[config.mk]
export PLATFORM = sky130hd
export DESIGN_NAME = weighted_label_vote_fusion
export DESIGN_NICKNAME = d
export VERILOG_FILES = /design/src/hdl/wlvf_pkg.sv /design/src/hdl/wlvf_front.sv /design/src/hdl/wlvf_back.sv /design/src/hdl/weighted_label_vote_fusion.sv
export SDC_FILE = /design/constraint.sdc
export NUM_CORES = 1
export LEC_CHECK = 0
export ABC_AREA = 1
export BUFFER_PORTS_ARGS = -buffer_cell sky130_fd_sc_hd__buf_2
export CORE_MARGIN = 3
export CORE_UTILIZATION = 35
export DETAILED_ROUTE_END_ITERATION = 8
export PLACE_DENSITY = 0.5
export SLEW_MARGIN = 15
export SYNTH_ARGS = -nofsm -noshare
export SYNTH_HDL_FRONTEND = slang
export SYNTH_SLANG_ARGS = --single-unit
[constraint.sdc]
create_clock -name clk -period 7.2 [get_ports clk]
set_clock_uncertainty 0.2 [all_clocks]
set_input_delay 0.72 -clock clk [delete_from_list [all_inputs] [get_ports clk]]
set_output_delay 0.72 -clock clk [all_outputs]
set_load 0.05 [all_outputs]
[src/hdl/wlvf_pkg.sv]
package wlvf_pkg;

    localparam int MAX_VOTERS = 8;
    localparam int IDX_W      = $clog2(MAX_VOTERS);
    localparam int CNT_W      = $clog2(MAX_VOTERS + 1);
    localparam int LABEL_W    = 16;
    localparam int WEIGHT_W   = 16;
    localparam int DRAW_W     = 16;
    localparam int SUM_W      = 19;
    localparam int ADDR_W     = 3;
    localparam int DATA_W     = 32;

    localparam logic signed [SUM_W-1:0] SUM_MAX = {1'b0, {(SUM_W-1){1'b1}}};
    localparam logic signed [SUM_W-1:0] SUM_MIN = {1'b1, {(SUM_W-1){1'b0}}};

    localparam logic signed [LABEL_W-1:0] PAD_RESET   = -16'sd1;
    localparam logic signed [LABEL_W-1:0] NO_WINNER   = -16'sd1;
    localparam logic signed [LABEL_W-1:0] EMPTY_LABEL = 16'sd0;

    typedef enum logic [ADDR_W-3:0] {
        REG_PAD_LEVEL = 1'b0
    } wlvf_reg_t;

    typedef struct packed {
        logic signed [LABEL_W-1:0]  label;
        logic signed [WEIGHT_W-1:0] weight;
        logic [DRAW_W-1:0]          tie_draw;
        logic                       last_vote;
    } wlvf_in_t;

    typedef struct packed {
        logic signed [LABEL_W-1:0] fused_label;
        logic                      contended;
        logic                      equivocal;
    } wlvf_out_t;

    // queued vote with its pad classification
    typedef struct packed {
        wlvf_in_t item;
        logic     votes;
    } wlvf_rec_t;

    typedef enum logic [2:0] {
        ST_IDLE,
        ST_SEARCH,
        ST_MAX,
        ST_TIES,
        ST_INDEX,
        ST_PICK,
        ST_EMIT
    } wlvf_state_t;

endpackage

[src/hdl/wlvf_front.sv]
module wlvf_front
    import wlvf_pkg::*;
(
    input  logic                      clk,
    input  logic                      rst_n,
    input  logic signed [LABEL_W-1:0] pad_level,
    input  logic                      in_valid,
    output logic                      in_stall,
    input  wlvf_in_t                  in_data,
    output logic                      rec_valid,
    output wlvf_rec_t                 rec,
    input  logic                      rec_pop
);

    localparam int QUEUE_DEPTH = 2;

    wlvf_rec_t   mem_reg [QUEUE_DEPTH];
    logic        wr_ptr_reg, wr_ptr_next;
    logic        rd_ptr_reg, rd_ptr_next;
    logic [1:0]  fill_reg, fill_next;
    logic        push;
    logic        pop;
    wlvf_rec_t   new_rec;

    assign in_stall  = (fill_reg == 2'(QUEUE_DEPTH));
    assign push      = in_valid && !in_stall;
    assign rec_valid = (fill_reg != 2'd0);
    assign pop       = rec_pop && rec_valid;
    assign rec       = mem_reg[rd_ptr_reg];

    always_comb
    begin
        new_rec.item  = in_data;
        new_rec.votes = (in_data.label > pad_level);
        wr_ptr_next   = push ? ~wr_ptr_reg : wr_ptr_reg;
        rd_ptr_next   = pop ? ~rd_ptr_reg : rd_ptr_reg;
        fill_next     = fill_reg;
        if (push && !pop)
        begin
            fill_next = fill_reg + 2'd1;
        end
        else if (pop && !push)
        begin
            fill_next = fill_reg - 2'd1;
        end
    end

    always_ff @(posedge clk or negedge rst_n)
    begin
        if (!rst_n)
        begin
            wr_ptr_reg <= 1'b0;
            rd_ptr_reg <= 1'b0;
            fill_reg   <= 2'd0;
        end
        else
        begin
            wr_ptr_reg <= wr_ptr_next;
            rd_ptr_reg <= rd_ptr_next;
            fill_reg   <= fill_next;
        end
    end

    always_ff @(posedge clk)
    begin
        if (push)
        begin
            mem_reg[wr_ptr_reg] <= new_rec;
        end
    end

endmodule

[src/hdl/wlvf_back.sv]
module wlvf_back
    import wlvf_pkg::*;
(
    input  logic                      clk,
    input  logic                      rst_n,
    input  logic signed [LABEL_W-1:0] pad_level,
    input  logic                      rec_valid,
    input  wlvf_rec_t                 rec,
    output logic                      rec_pop,
    output logic                      out_valid,
    input  logic                      out_stall,
    output wlvf_out_t                 out_data
);

    wlvf_state_t               state_reg, state_next;
    logic [CNT_W-1:0]          scan_reg, scan_next;
    logic [CNT_W-1:0]          count_reg, count_next;
    logic signed [LABEL_W-1:0] ref_reg, ref_next;
    logic                      dis_reg, dis_next;
    logic                      first_reg, first_next;
    wlvf_in_t                  cur_reg, cur_next;
    logic signed [SUM_W-1:0]   max_reg, max_next;
    logic signed [LABEL_W-1:0] best_reg, best_next;
    logic [CNT_W-1:0]          ties_reg, ties_next;
    logic [CNT_W-1:0]          pick_reg, pick_next;
    logic signed [LABEL_W-1:0] res_reg, res_next;
    logic                      eq_reg, eq_next;
    logic                      out_valid_reg, out_valid_next;
    wlvf_out_t                 out_reg, out_next;

    logic signed [LABEL_W-1:0] labels_reg [MAX_VOTERS];
    logic signed [SUM_W-1:0]   sums_reg   [MAX_VOTERS];

    logic                      tbl_we;
    logic [IDX_W-1:0]          tbl_waddr;
    logic signed [LABEL_W-1:0] tbl_wlabel;
    logic signed [SUM_W-1:0]   tbl_wsum;

    logic signed [LABEL_W-1:0] e_label;
    logic signed [SUM_W-1:0]   e_sum;
    logic signed [SUM_W:0]     acc;
    logic signed [SUM_W-1:0]   acc_sat;
    logic signed [SUM_W-1:0]   w_ext;
    logic [CNT_W-1:0]          rank;
    logic [DRAW_W+CNT_W:0]     scaled;
    logic                      out_free;

    assign e_label   = labels_reg[scan_reg[IDX_W-1:0]];
    assign e_sum     = sums_reg[scan_reg[IDX_W-1:0]];
    assign w_ext     = SUM_W'(cur_reg.weight);
    assign acc       = (SUM_W+1)'(e_sum) + (SUM_W+1)'(cur_reg.weight);
    assign out_free  = !out_valid_reg || !out_stall;
    assign out_valid = out_valid_reg;
    assign out_data  = out_reg;

    always_comb
    begin
        if (acc[SUM_W] != acc[SUM_W-1])
        begin
            acc_sat = acc[SUM_W] ? SUM_MIN : SUM_MAX;
        end
        else
        begin
            acc_sat = acc[SUM_W-1:0];
        end
    end

    // position of the current entry among the tied entries, by ascending label
    always_comb
    begin
        rank = '0;
        for (int j = 0; j < MAX_VOTERS; j++)
        begin
            if ((CNT_W'(j) < count_reg) && (sums_reg[j] == max_reg) &&
                (labels_reg[j] < e_label))
            begin
                rank = rank + CNT_W'(1);
            end
        end
    end

    // round(draw * (ties - 1)) with the draw in Q0.16
    assign scaled = (DRAW_W+CNT_W+1)'(cur_reg.tie_draw)
                  * (DRAW_W+CNT_W+1)'(ties_reg - CNT_W'(1))
                  + ((DRAW_W+CNT_W+1)'(1) << (DRAW_W - 1));

    always_comb
    begin
        state_next     = state_reg;
        scan_next      = scan_reg;
        count_next     = count_reg;
        ref_next       = ref_reg;
        dis_next       = dis_reg;
        first_next     = first_reg;
        cur_next       = cur_reg;
        max_next       = max_reg;
        best_next      = best_reg;
        ties_next      = ties_reg;
        pick_next      = pick_reg;
        res_next       = res_reg;
        eq_next        = eq_reg;
        out_next       = out_reg;
        out_valid_next = out_valid_reg && out_stall;
        rec_pop        = 1'b0;
        tbl_we         = 1'b0;
        tbl_waddr      = scan_reg[IDX_W-1:0];
        tbl_wlabel     = cur_reg.label;
        tbl_wsum       = acc_sat;

        case (state_reg)
            ST_IDLE:
            begin
                rec_pop = rec_valid;
                if (rec_valid)
                begin
                    cur_next  = rec.item;
                    scan_next = '0;
                    max_next  = '0;
                    best_next = NO_WINNER;
                    if (first_reg)
                    begin
                        ref_next   = rec.item.label;
                        dis_next   = 1'b0;
                        count_next = '0;
                        first_next = 1'b0;
                    end
                    else if ((rec.item.label != ref_reg) &&
                             (rec.votes || (ref_reg > pad_level)))
                    begin
                        dis_next = 1'b1;
                    end
                    if (rec.votes)
                    begin
                        state_next = ST_SEARCH;
                    end
                    else if (rec.item.last_vote)
                    begin
                        state_next = ST_MAX;
                    end
                end
            end

            ST_SEARCH:
            begin
                if ((scan_reg == count_reg) || (e_label == cur_reg.label))
                begin
                    if (scan_reg != count_reg)
                    begin
                        tbl_we = 1'b1;
                    end
                    else if (count_reg < CNT_W'(MAX_VOTERS))
                    begin
                        // new label gets the next free entry; full table drops it
                        tbl_we     = 1'b1;
                        tbl_wsum   = w_ext;
                        count_next = count_reg + CNT_W'(1);
                    end
                    scan_next  = '0;
                    state_next = cur_reg.last_vote ? ST_MAX : ST_IDLE;
                end
                else
                begin
                    scan_next = scan_reg + CNT_W'(1);
                end
            end

            ST_MAX:
            begin
                if (!dis_reg)
                begin
                    res_next   = ref_reg;
                    eq_next    = 1'b0;
                    state_next = ST_EMIT;
                end
                else if (count_reg == '0)
                begin
                    res_next   = EMPTY_LABEL;
                    eq_next    = 1'b0;
                    state_next = ST_EMIT;
                end
                else if (scan_reg == count_reg)
                begin
                    scan_next  = '0;
                    ties_next  = '0;
                    state_next = ST_TIES;
                end
                else
                begin
                    if (e_sum > max_reg)
                    begin
                        max_next  = e_sum;
                        best_next = e_label;
                    end
                    scan_next = scan_reg + CNT_W'(1);
                end
            end

            ST_TIES:
            begin
                if (scan_reg == count_reg)
                begin
                    state_next = ST_INDEX;
                end
                else
                begin
                    if (e_sum == max_reg)
                    begin
                        ties_next = ties_reg + CNT_W'(1);
                    end
                    scan_next = scan_reg + CNT_W'(1);
                end
            end

            ST_INDEX:
            begin
                scan_next = '0;
                if (ties_reg < CNT_W'(2))
                begin
                    res_next   = (max_reg > '0) ? best_reg : NO_WINNER;
                    eq_next    = 1'b0;
                    state_next = ST_EMIT;
                end
                else
                begin
                    eq_next    = 1'b1;
                    pick_next  = scaled[DRAW_W +: CNT_W];
                    state_next = ST_PICK;
                end
            end

            ST_PICK:
            begin
                if (scan_reg == count_reg)
                begin
                    res_next   = EMPTY_LABEL;
                    state_next = ST_EMIT;
                end
                else if ((e_sum == max_reg) && (rank == pick_reg))
                begin
                    res_next   = e_label;
                    state_next = ST_EMIT;
                end
                else
                begin
                    scan_next = scan_reg + CNT_W'(1);
                end
            end

            ST_EMIT:
            begin
                if (out_free)
                begin
                    out_next.fused_label = res_reg;
                    out_next.contended   = dis_reg;
                    out_next.equivocal   = eq_reg;
                    out_valid_next       = 1'b1;
                    first_next           = 1'b1;
                    state_next           = ST_IDLE;
                end
            end

            default:
            begin
                state_next = ST_IDLE;
            end
        endcase
    end

    always_ff @(posedge clk or negedge rst_n)
    begin
        if (!rst_n)
        begin
            state_reg     <= ST_IDLE;
            scan_reg      <= '0;
            count_reg     <= '0;
            ref_reg       <= '0;
            dis_reg       <= 1'b0;
            first_reg     <= 1'b1;
            out_valid_reg <= 1'b0;
        end
        else
        begin
            state_reg     <= state_next;
            scan_reg      <= scan_next;
            count_reg     <= count_next;
            ref_reg       <= ref_next;
            dis_reg       <= dis_next;
            first_reg     <= first_next;
            out_valid_reg <= out_valid_next;
        end
    end

    always_ff @(posedge clk)
    begin
        cur_reg  <= cur_next;
        max_reg  <= max_next;
        best_reg <= best_next;
        ties_reg <= ties_next;
        pick_reg <= pick_next;
        res_reg  <= res_next;
        eq_reg   <= eq_next;
        out_reg  <= out_next;
        if (tbl_we)
        begin
            labels_reg[tbl_waddr] <= tbl_wlabel;
            sums_reg[tbl_waddr]   <= tbl_wsum;
        end
    end

endmodule

[src/hdl/weighted_label_vote_fusion.sv]
// Fuses the labels of several voters into one label per voxel. Each input
// transaction carries one voter's label and Q4.12 weight; the first vote of a
// voxel is its reference, and the vote marked last_vote yields exactly one
// output transaction. A vote enters a two-entry queue and is then worked on by
// a sequencer that walks the label table one entry per cycle: a vote above
// pad_level goes through a table search and a padding vote skips it. The last
// vote adds the decision: an uncontended voxel yields its reference label, a
// contended one can go through max scan, tie count, draw scaling and tie pick.
// pad_level is written through the APB port at byte address 0 and should only
// change while no voxel is open.
module weighted_label_vote_fusion
    import wlvf_pkg::*;
(
    input  logic              clk,
    input  logic              rst_n,
    input  logic              psel,
    input  logic              penable,
    input  logic              pwrite,
    input  logic [ADDR_W-1:0] paddr,
    input  logic [DATA_W-1:0] pwdata,
    output logic [DATA_W-1:0] prdata,
    output logic              pready,
    input  logic              in_valid,
    output logic              in_stall,
    input  wlvf_in_t          in_data,
    output logic              out_valid,
    input  logic              out_stall,
    output wlvf_out_t         out_data
);

    logic signed [LABEL_W-1:0] pad_level_reg;
    wlvf_reg_t                 reg_sel;
    logic                      rec_valid;
    wlvf_rec_t                 rec;
    logic                      rec_pop;

    assign pready  = 1'b1;
    assign reg_sel = wlvf_reg_t'(paddr[ADDR_W-1:2]);

    always_comb
    begin
        case (reg_sel)
            REG_PAD_LEVEL: prdata = DATA_W'(pad_level_reg);
            default:       prdata = '0;
        endcase
    end

    always_ff @(posedge clk or negedge rst_n)
    begin
        if (!rst_n)
        begin
            pad_level_reg <= PAD_RESET;
        end
        else if (psel && penable && pwrite && pready && (reg_sel == REG_PAD_LEVEL))
        begin
            pad_level_reg <= pwdata[LABEL_W-1:0];
        end
    end

    wlvf_front u_front (
        .clk       (clk),
        .rst_n     (rst_n),
        .pad_level (pad_level_reg),
        .in_valid  (in_valid),
        .in_stall  (in_stall),
        .in_data   (in_data),
        .rec_valid (rec_valid),
        .rec       (rec),
        .rec_pop   (rec_pop)
    );

    wlvf_back u_back (
        .clk       (clk),
        .rst_n     (rst_n),
        .pad_level (pad_level_reg),
        .rec_valid (rec_valid),
        .rec       (rec),
        .rec_pop   (rec_pop),
        .out_valid (out_valid),
        .out_stall (out_stall),
        .out_data  (out_data)
    );

endmodule

==> results.md, run 1 <==
- Status: finished, violations left
- Failing checks: negative setup slack
- Cell variety after synth: 65
- Met3 wire len: ~8000 um
- Syn Std Cell Area: approximately 0.034 mm^2
- # rows: around 110
- Slowest-stage cell, CP: dfrtp_2
- Aggregate routed wire length: approximately 120000 um
- Horiz. Die Dim: about 320 um
- Average cell area after synthesis: approximately 10 um^2
- Total core area: between 0.09 and 0.1 mm^2
- RSZ-0062 raised after global routing: yes
- Root Buffer: clkbuf_16
- CP peak stage delay: between 0.4 and 0.5 ns
- Multi-input gate area: roughly 0.016 mm^2
- Worst Path Class, Setup: reg -> reg
- Share of cells above drive strength 1: 0.1836
- Mux contribution to synthesized area: 0.0002931
- Crit start category: register
- Max_slew headroom: 0.2776
- Reg area: about 0.017 mm^2
- Layout Nets: roughly 4300
- Drt drc: 0
- Overall routing resource usage: 0.2270
- Area growth from synthesis to layout: 20.30%
- Die ar.: 0.1014 mm^2
- Antenna cells: 0
- Syn nets: between 3000 and 4000
- Placed inst area: between 0.03 and 0.04 mm^2
- CP bufs+invs: 15
- Most frequent cells after synthesis: 645 x nand2_1, 507 x edfxtp_1, 476 x inv_1
- Largest area contributor in the netlist: edfxtp_1
- Clock latency on the worst-skew pair: a little under 0.7 ns
- Max_cap viols: 0
- Pin count of the biggest net entering global routing: 53
- Buffers on Ports: 124
- H-tree level count: 2
- First-pass GRT wire length: approximately 170000 um
- Gr ovfl total: 0
- Num Clock Sinks: between 500 and 600
- Adder-cell share of the synthesized area: 0.1581
- Final cycle utilization of the critical path: 1.004
- Max reg flops: between 150 and 200
- HPWL after detailed placement: just over 90000 um
- Top post-synthesis cells by area: edfxtp_1 45%, ha_1 9.6%, nand2_1 7.1%, fa_1 6.2%, inv_1 5.2%
- # setup viols final: 8
- Gpl congestion: 0.9904
- Drt wl/cell: between 20 and 25 um
- Largest family of logic cells by synthesized area: simple AND/OR/NAND/NOR gates
- Kind of end point of the critical path: register
- Synth Flop Type: edfxtp_1
- Synth top area share: 0.4458
- DRT met1 WL: about 54000 um
- Initial antenna violation count: 3
- Minimum clock period: just over 7 ns
- Post-DR vias/cell: 5.220
- Simple-Gate Fraction of Synth Area: 0.1702
- Most frequent cell after synthesis: nand2_1
- Met2 wire length: about 53000 um
- Arrival time of the worst setup path: around 7.4 ns
- Vias in the first global route: ~26000
- Final Max Slew Viols: 0
- CP max FO: 8
- YS warnings: 0
- Worst-margin pin slew: 1.080 ns
- Initial Util: 0.3563
- Max layer used: met5
- Clock Path Buffers: 3
- Hold slack final: between 0.04 and 0.05 ns
- Cells after Synth: 3426
- Number of synthesized flops with an enable pin: around 500
- Worst hold path class: in -> reg
- Register bit total from synthesis: between 500 and 600
- Fin. Hold Viols: 0
- Seq/Total Area, Yosys: 0.4831
- Most frequent CP cell: inv_2
- TNS Setup: -0.2016 ns
- TritonCTS Buffers: 61
- DRT Pass-1 Iters: 6
- Final ANT Viol Nets: 0
- Clock transition at the registers of the reported paths: roughly 0.07 ns
- XOR/XNOR Fraction of Synth Area: 0.03642
- TritonCTS clock tree: done
- Worst setup margin: -0.02948 ns
- Top achievable clock speed: between 100 and 150 MHz
- Asr flop ratio synth: 0.08977
- Vias: ~27000
- Compound-Gate Fraction of Synth Area: 0.08390
- Post-Layout Inst Area: between 0.04 and 0.05 mm^2
- Initial DRC count: 2267
- WP data required: between 7 and 8 ns
- Post-Place Setup Slack: -0.3078 ns
- Top-level I/O count: around 140
- Die height: 318.4 um
- Top delay family on crit path: simple AND/OR/NAND/NOR gates
- # fillers: ~9400
[timing repair]
action	4_1_cts	5_1_grt
endpoints found under the hold margin	11	0
setup endpoints to repair	23	248
hold buffers	2	0
setup buffers	29	38
gates resized for setup	29	110
pin swaps	6	58
cloned	0	5
[final cells by class]
| cell class | instances | share of cell area |
|---|---|---|
| clock buffers | 67 | 0.03770 |
| clock inverters | 49 | 0.01553 |
| inverters | 492 | 0.04516 |
| multi-input cells | 2282 | 0.3891 |
| flip-flops and latches | 557 | 0.4016 |
| well taps | 1265 | 0.03852 |
| repair buffers | 403 | 0.07233 |
[metal layers]
layer  GRT usage  vias up
met3     0.03425      168
li1            -    12570
met1      0.3246    13060
met5           0        -
met4     0.06072        2
met2      0.3593      899
[worst register-to-register path, delay by kind of cell (launching register included)]
family	cells	cell delay, ns
AO/OA/AOI/OAI	5	0.94
adder cells (fa/ha/maj)	6	1.40
buffers and inverters	15	1.60
flip-flops	1	0.46
AND/OR/NAND/NOR	24	2.32
[cell usage in the layout (no fill, tap or decap), types with 18 or more instances in the layout]
| cell | n |
|---|---|
| a21oi_1 | 136 |
| a221oi_1 | 35 |
| a221oi_2 | 18 |
| a22o_1 | 44 |
| a31oi_1 | 20 |
| buf_2 | 124 |
| buf_4 | 246 |
| clkbuf_16 | 63 |
| dfrtp_1 | 30 |
| edfxtp_1 | 507 |
| fa_1 | 105 |
| ha_1 | 249 |
| inv_1 | 447 |
| inv_2 | 33 |
| nand2_1 | 631 |
| nand2_2 | 24 |
| nand3_1 | 121 |
| nand4_1 | 80 |
| nor2_1 | 266 |
| nor2_4 | 26 |
| nor3_1 | 48 |
| nor4_1 | 57 |
| o21ai_0 | 71 |
| o22ai_1 | 21 |
| xnor2_1 | 47 |
| xor2_1 | 95 |
[final timing paths]
kind,from,endpoint,slack [ns],depth (start not counted)
min in group asynchronous,rst_n,u_back.ref_reg[6],0.55,3
max in group asynchronous,rst_n,u_back.scan_reg[1],5.71,3
hold / removal,in_data[25],u_front.mem_reg[0][26],0.05,1
hold reg to reg,u_back.res_reg[13],u_back.out_data[15],0.23,0
setup / recovery,u_back.scan_reg[2],u_back.res_reg[4],-0.03,50
setup reg to reg,u_back.scan_reg[2],u_back.res_reg[4],-0.03,50
[metrics by stage]
| step | std cells | utilization |
|---|---|---|
| after floorplan | 3426 | - |
| after global placement | 4925 | 0.3935 |
| after detailed placement | 4925 | 0.3935 |
| after CTS | 5072 | 0.4198 |
| after global routing | 5115 | 0.4286 |
| final | 5115 | 0.4286 |
[cell families (layout without fill, tap and decap cells)]
| family | after synthesis | count (layout) |
|---|---|---|
| mux | 1 | 1 |
| buf+inv | 590 | 1011 |
| flops | 557 | 557 |
| compound gates | 442 | 442 |
| xor+xnor | 142 | 142 |
| simple gates | 1325 | 1328 |
| other cells | 1 | 1 |
| fa+ha+maj | 368 | 368 |
Power of run 1 is left out: the tool's default activity adds up to more than one toggle a clock period on the data nets, which glitch-free logic cannot reach.
==> run 2, diff against run 1 <==
PLACE_DENSITY = default   (was 0.5)
==> results.md, run 2 (synthesis results as in run 1) <==
- Status: finished, violations left
- Failing checks: negative setup slack
- Vias: 27190
- CP max FO: 8
- H-tree level count: 2
- Gpl congestion: approximately 1.0
- Worst-margin pin slew: around 1.1 ns
- Area growth from synthesis to layout: 19.74%
- Top achievable clock speed: 134.3 MHz
- # fillers: between 9000 and 10000
- Max layer used: met4
- Final ANT Viol Nets: 0
- WP data required: around 7.4 ns
- Initial antenna violation count: 2
- Aggregate routed wire length: approximately 110000 um
- # setup viols final: roughly 260
- DRT Pass-1 Iters: 7
- Top-level I/O count: about 140
- Layout Nets: about 4300
- HPWL after detailed placement: around 86000 um
- Max_cap viols: 0
- Worst Hold Launch: in_data[0]
- Initial DRC count: roughly 2700
- Commonest cells after routing, fill and taps aside: 634 x nand2_1, 507 x edfxtp_1, 451 x inv_1, 267 x nor2_1, 251 x ha_1
- Final Util: 0.4266
- Post-DR vias/cell: 5.320
- Clock Path Buffers: 3
- Gr ovfl total: 0
- TritonCTS Buffers: 57
- Total core area: ~0.096 mm^2
- Worst R2R Path Depth: 51
- FF-to-FF setup slack: -0.24 ns
- Clock transition at the registers of the reported paths: 0.06 ns
- Reg2reg start: u_back.scan_reg[2]
- Multi-input gate area: 0.01600 mm^2
- Post-Place Setup Slack: -0.2644 ns
- Horiz. Die Dim: roughly 320 um
- Fin. Hold Viols: 0
- Max_slew headroom: 0.2364
- Worst setup margin: -0.2441 ns
- Drt wl/cell: 22.38 um
- Placed instance count: 4904
- CP peak stage delay: roughly 0.46 ns
- Met3 wire len: 8990 um
- Die height: roughly 320 um
- CP startpoint: u_back.scan_reg[2]
- TritonCTS clock tree: done
- Root Buffer: clkbuf_16
- # rows: 113
- Worst Path Class, Setup: reg -> reg
- Num Clock Sinks: between 500 and 600
- Clock latency on the worst-skew pair: 0.68 ns
- Non-Filler Instances: 5112
- Worst hold path class: in -> reg
- Worst setup path endpoint: u_back.res_reg[4]
- Buffers on Ports: 124
- DRT met1 WL: a little under 50000 um
- Minimum clock period: 7.444 ns
- Share of cells above drive strength 1: 0.1795
- Die ar.: between 0.1 and 0.15 mm^2
- Max reg flops: 152
- Initial Util: 0.3563
- Capturing point of the worst reg2reg path: u_back.res_reg[4]
- First-pass GRT wire length: roughly 170000 um
- Placed inst area: between 0.03 and 0.04 mm^2
- Final Max Slew Viols: 0
- Crit start category: register
- Slowest-stage cell, CP: dfrtp_2
- Overall routing resource usage: 0.2172
- Arrival time of the worst setup path: between 7 and 8 ns
- Vias in the first global route: 26260
- Met2 wire length: roughly 52000 um
- Pin count of the biggest net entering global routing: 53
- Kind of end point of the critical path: register
- Hold path cells: 1
- Final cycle utilization of the critical path: 1.034
- RSZ-0062 raised after global routing: yes
- Post-Layout Inst Area: around 0.041 mm^2
- Commonest non-fill, non-tap cell in the layout: nand2_1
- Reg area: about 0.017 mm^2
- Drt drc: 0
==> run 2: final cells by class <==
class                   instances  area share
clock buffers                  71     0.03715
inverters                     492     0.04535
diodes                          2   0.0001224
multi-input cells            2281      0.3914
clock inverters                37    0.008323
flip-flops and latches        557      0.4036
well taps                    1265     0.03871
repair buffers                407     0.07540
==> run 2: what timing repair did <==
| item | in CTS | in global routing |
|---|---|---|
| buffers inserted | 34 | 59 |
| cloned | 0 | 5 |
| endpoints found under the hold margin | 4 | 0 |
| setup endpoints to repair | 23 | 329 |
| resized for setup | 25 | 138 |
| hold buffers | 1 | 0 |
| pin swaps | 6 | 68 |
==> run 2: worst min-delay path by stage <==
stage               slack, ns                     end
floorplan                0.20      u_back.out_data[0]
detailed placement       0.21      u_back.out_data[3]
CTS                     0.006   u_front.mem_reg[0][1]
global route             0.02  u_front.mem_reg[1][17]
finish                   0.04   u_front.mem_reg[0][1]
global placement         0.21      u_back.out_data[8]
==> run 2: worst max-delay path, delay by kind of cell, from the launching register on <==
family                   cells  cell delay (ns)
adder cells (fa/ha/maj)      7             1.82
AO/OA/AOI/OAI                6             0.94
buffers and inverters       15             1.37
flip-flops                   1             0.46
AND/OR/NAND/NOR             23             2.37
==> run 2: per-stage QoR <==
| stage | hold WS (ns) | setup TNS, ns |
|---|---|---|
| 2_1_floorplan | 0.2003 | 0 |
| 3_3_place_gp | 0.2070 | -4.112 |
| 3_5_place_dp | 0.2120 | -4.425 |
| 4_1_cts | 0.005631 | -3.075 |
| 5_1_grt | 0.01877 | -79.45 |
| 6_report | 0.03950 | -28.22 |
==> run 2: per-layer routing <==
layer	vias to the layer above	track usage
met5	-	0
met4	0	0.07523
met3	231	0.03578
met2	1149	0.3461
met1	13280	0.3003
li1	12530	-
Power of run 2 is left out for the same reason.
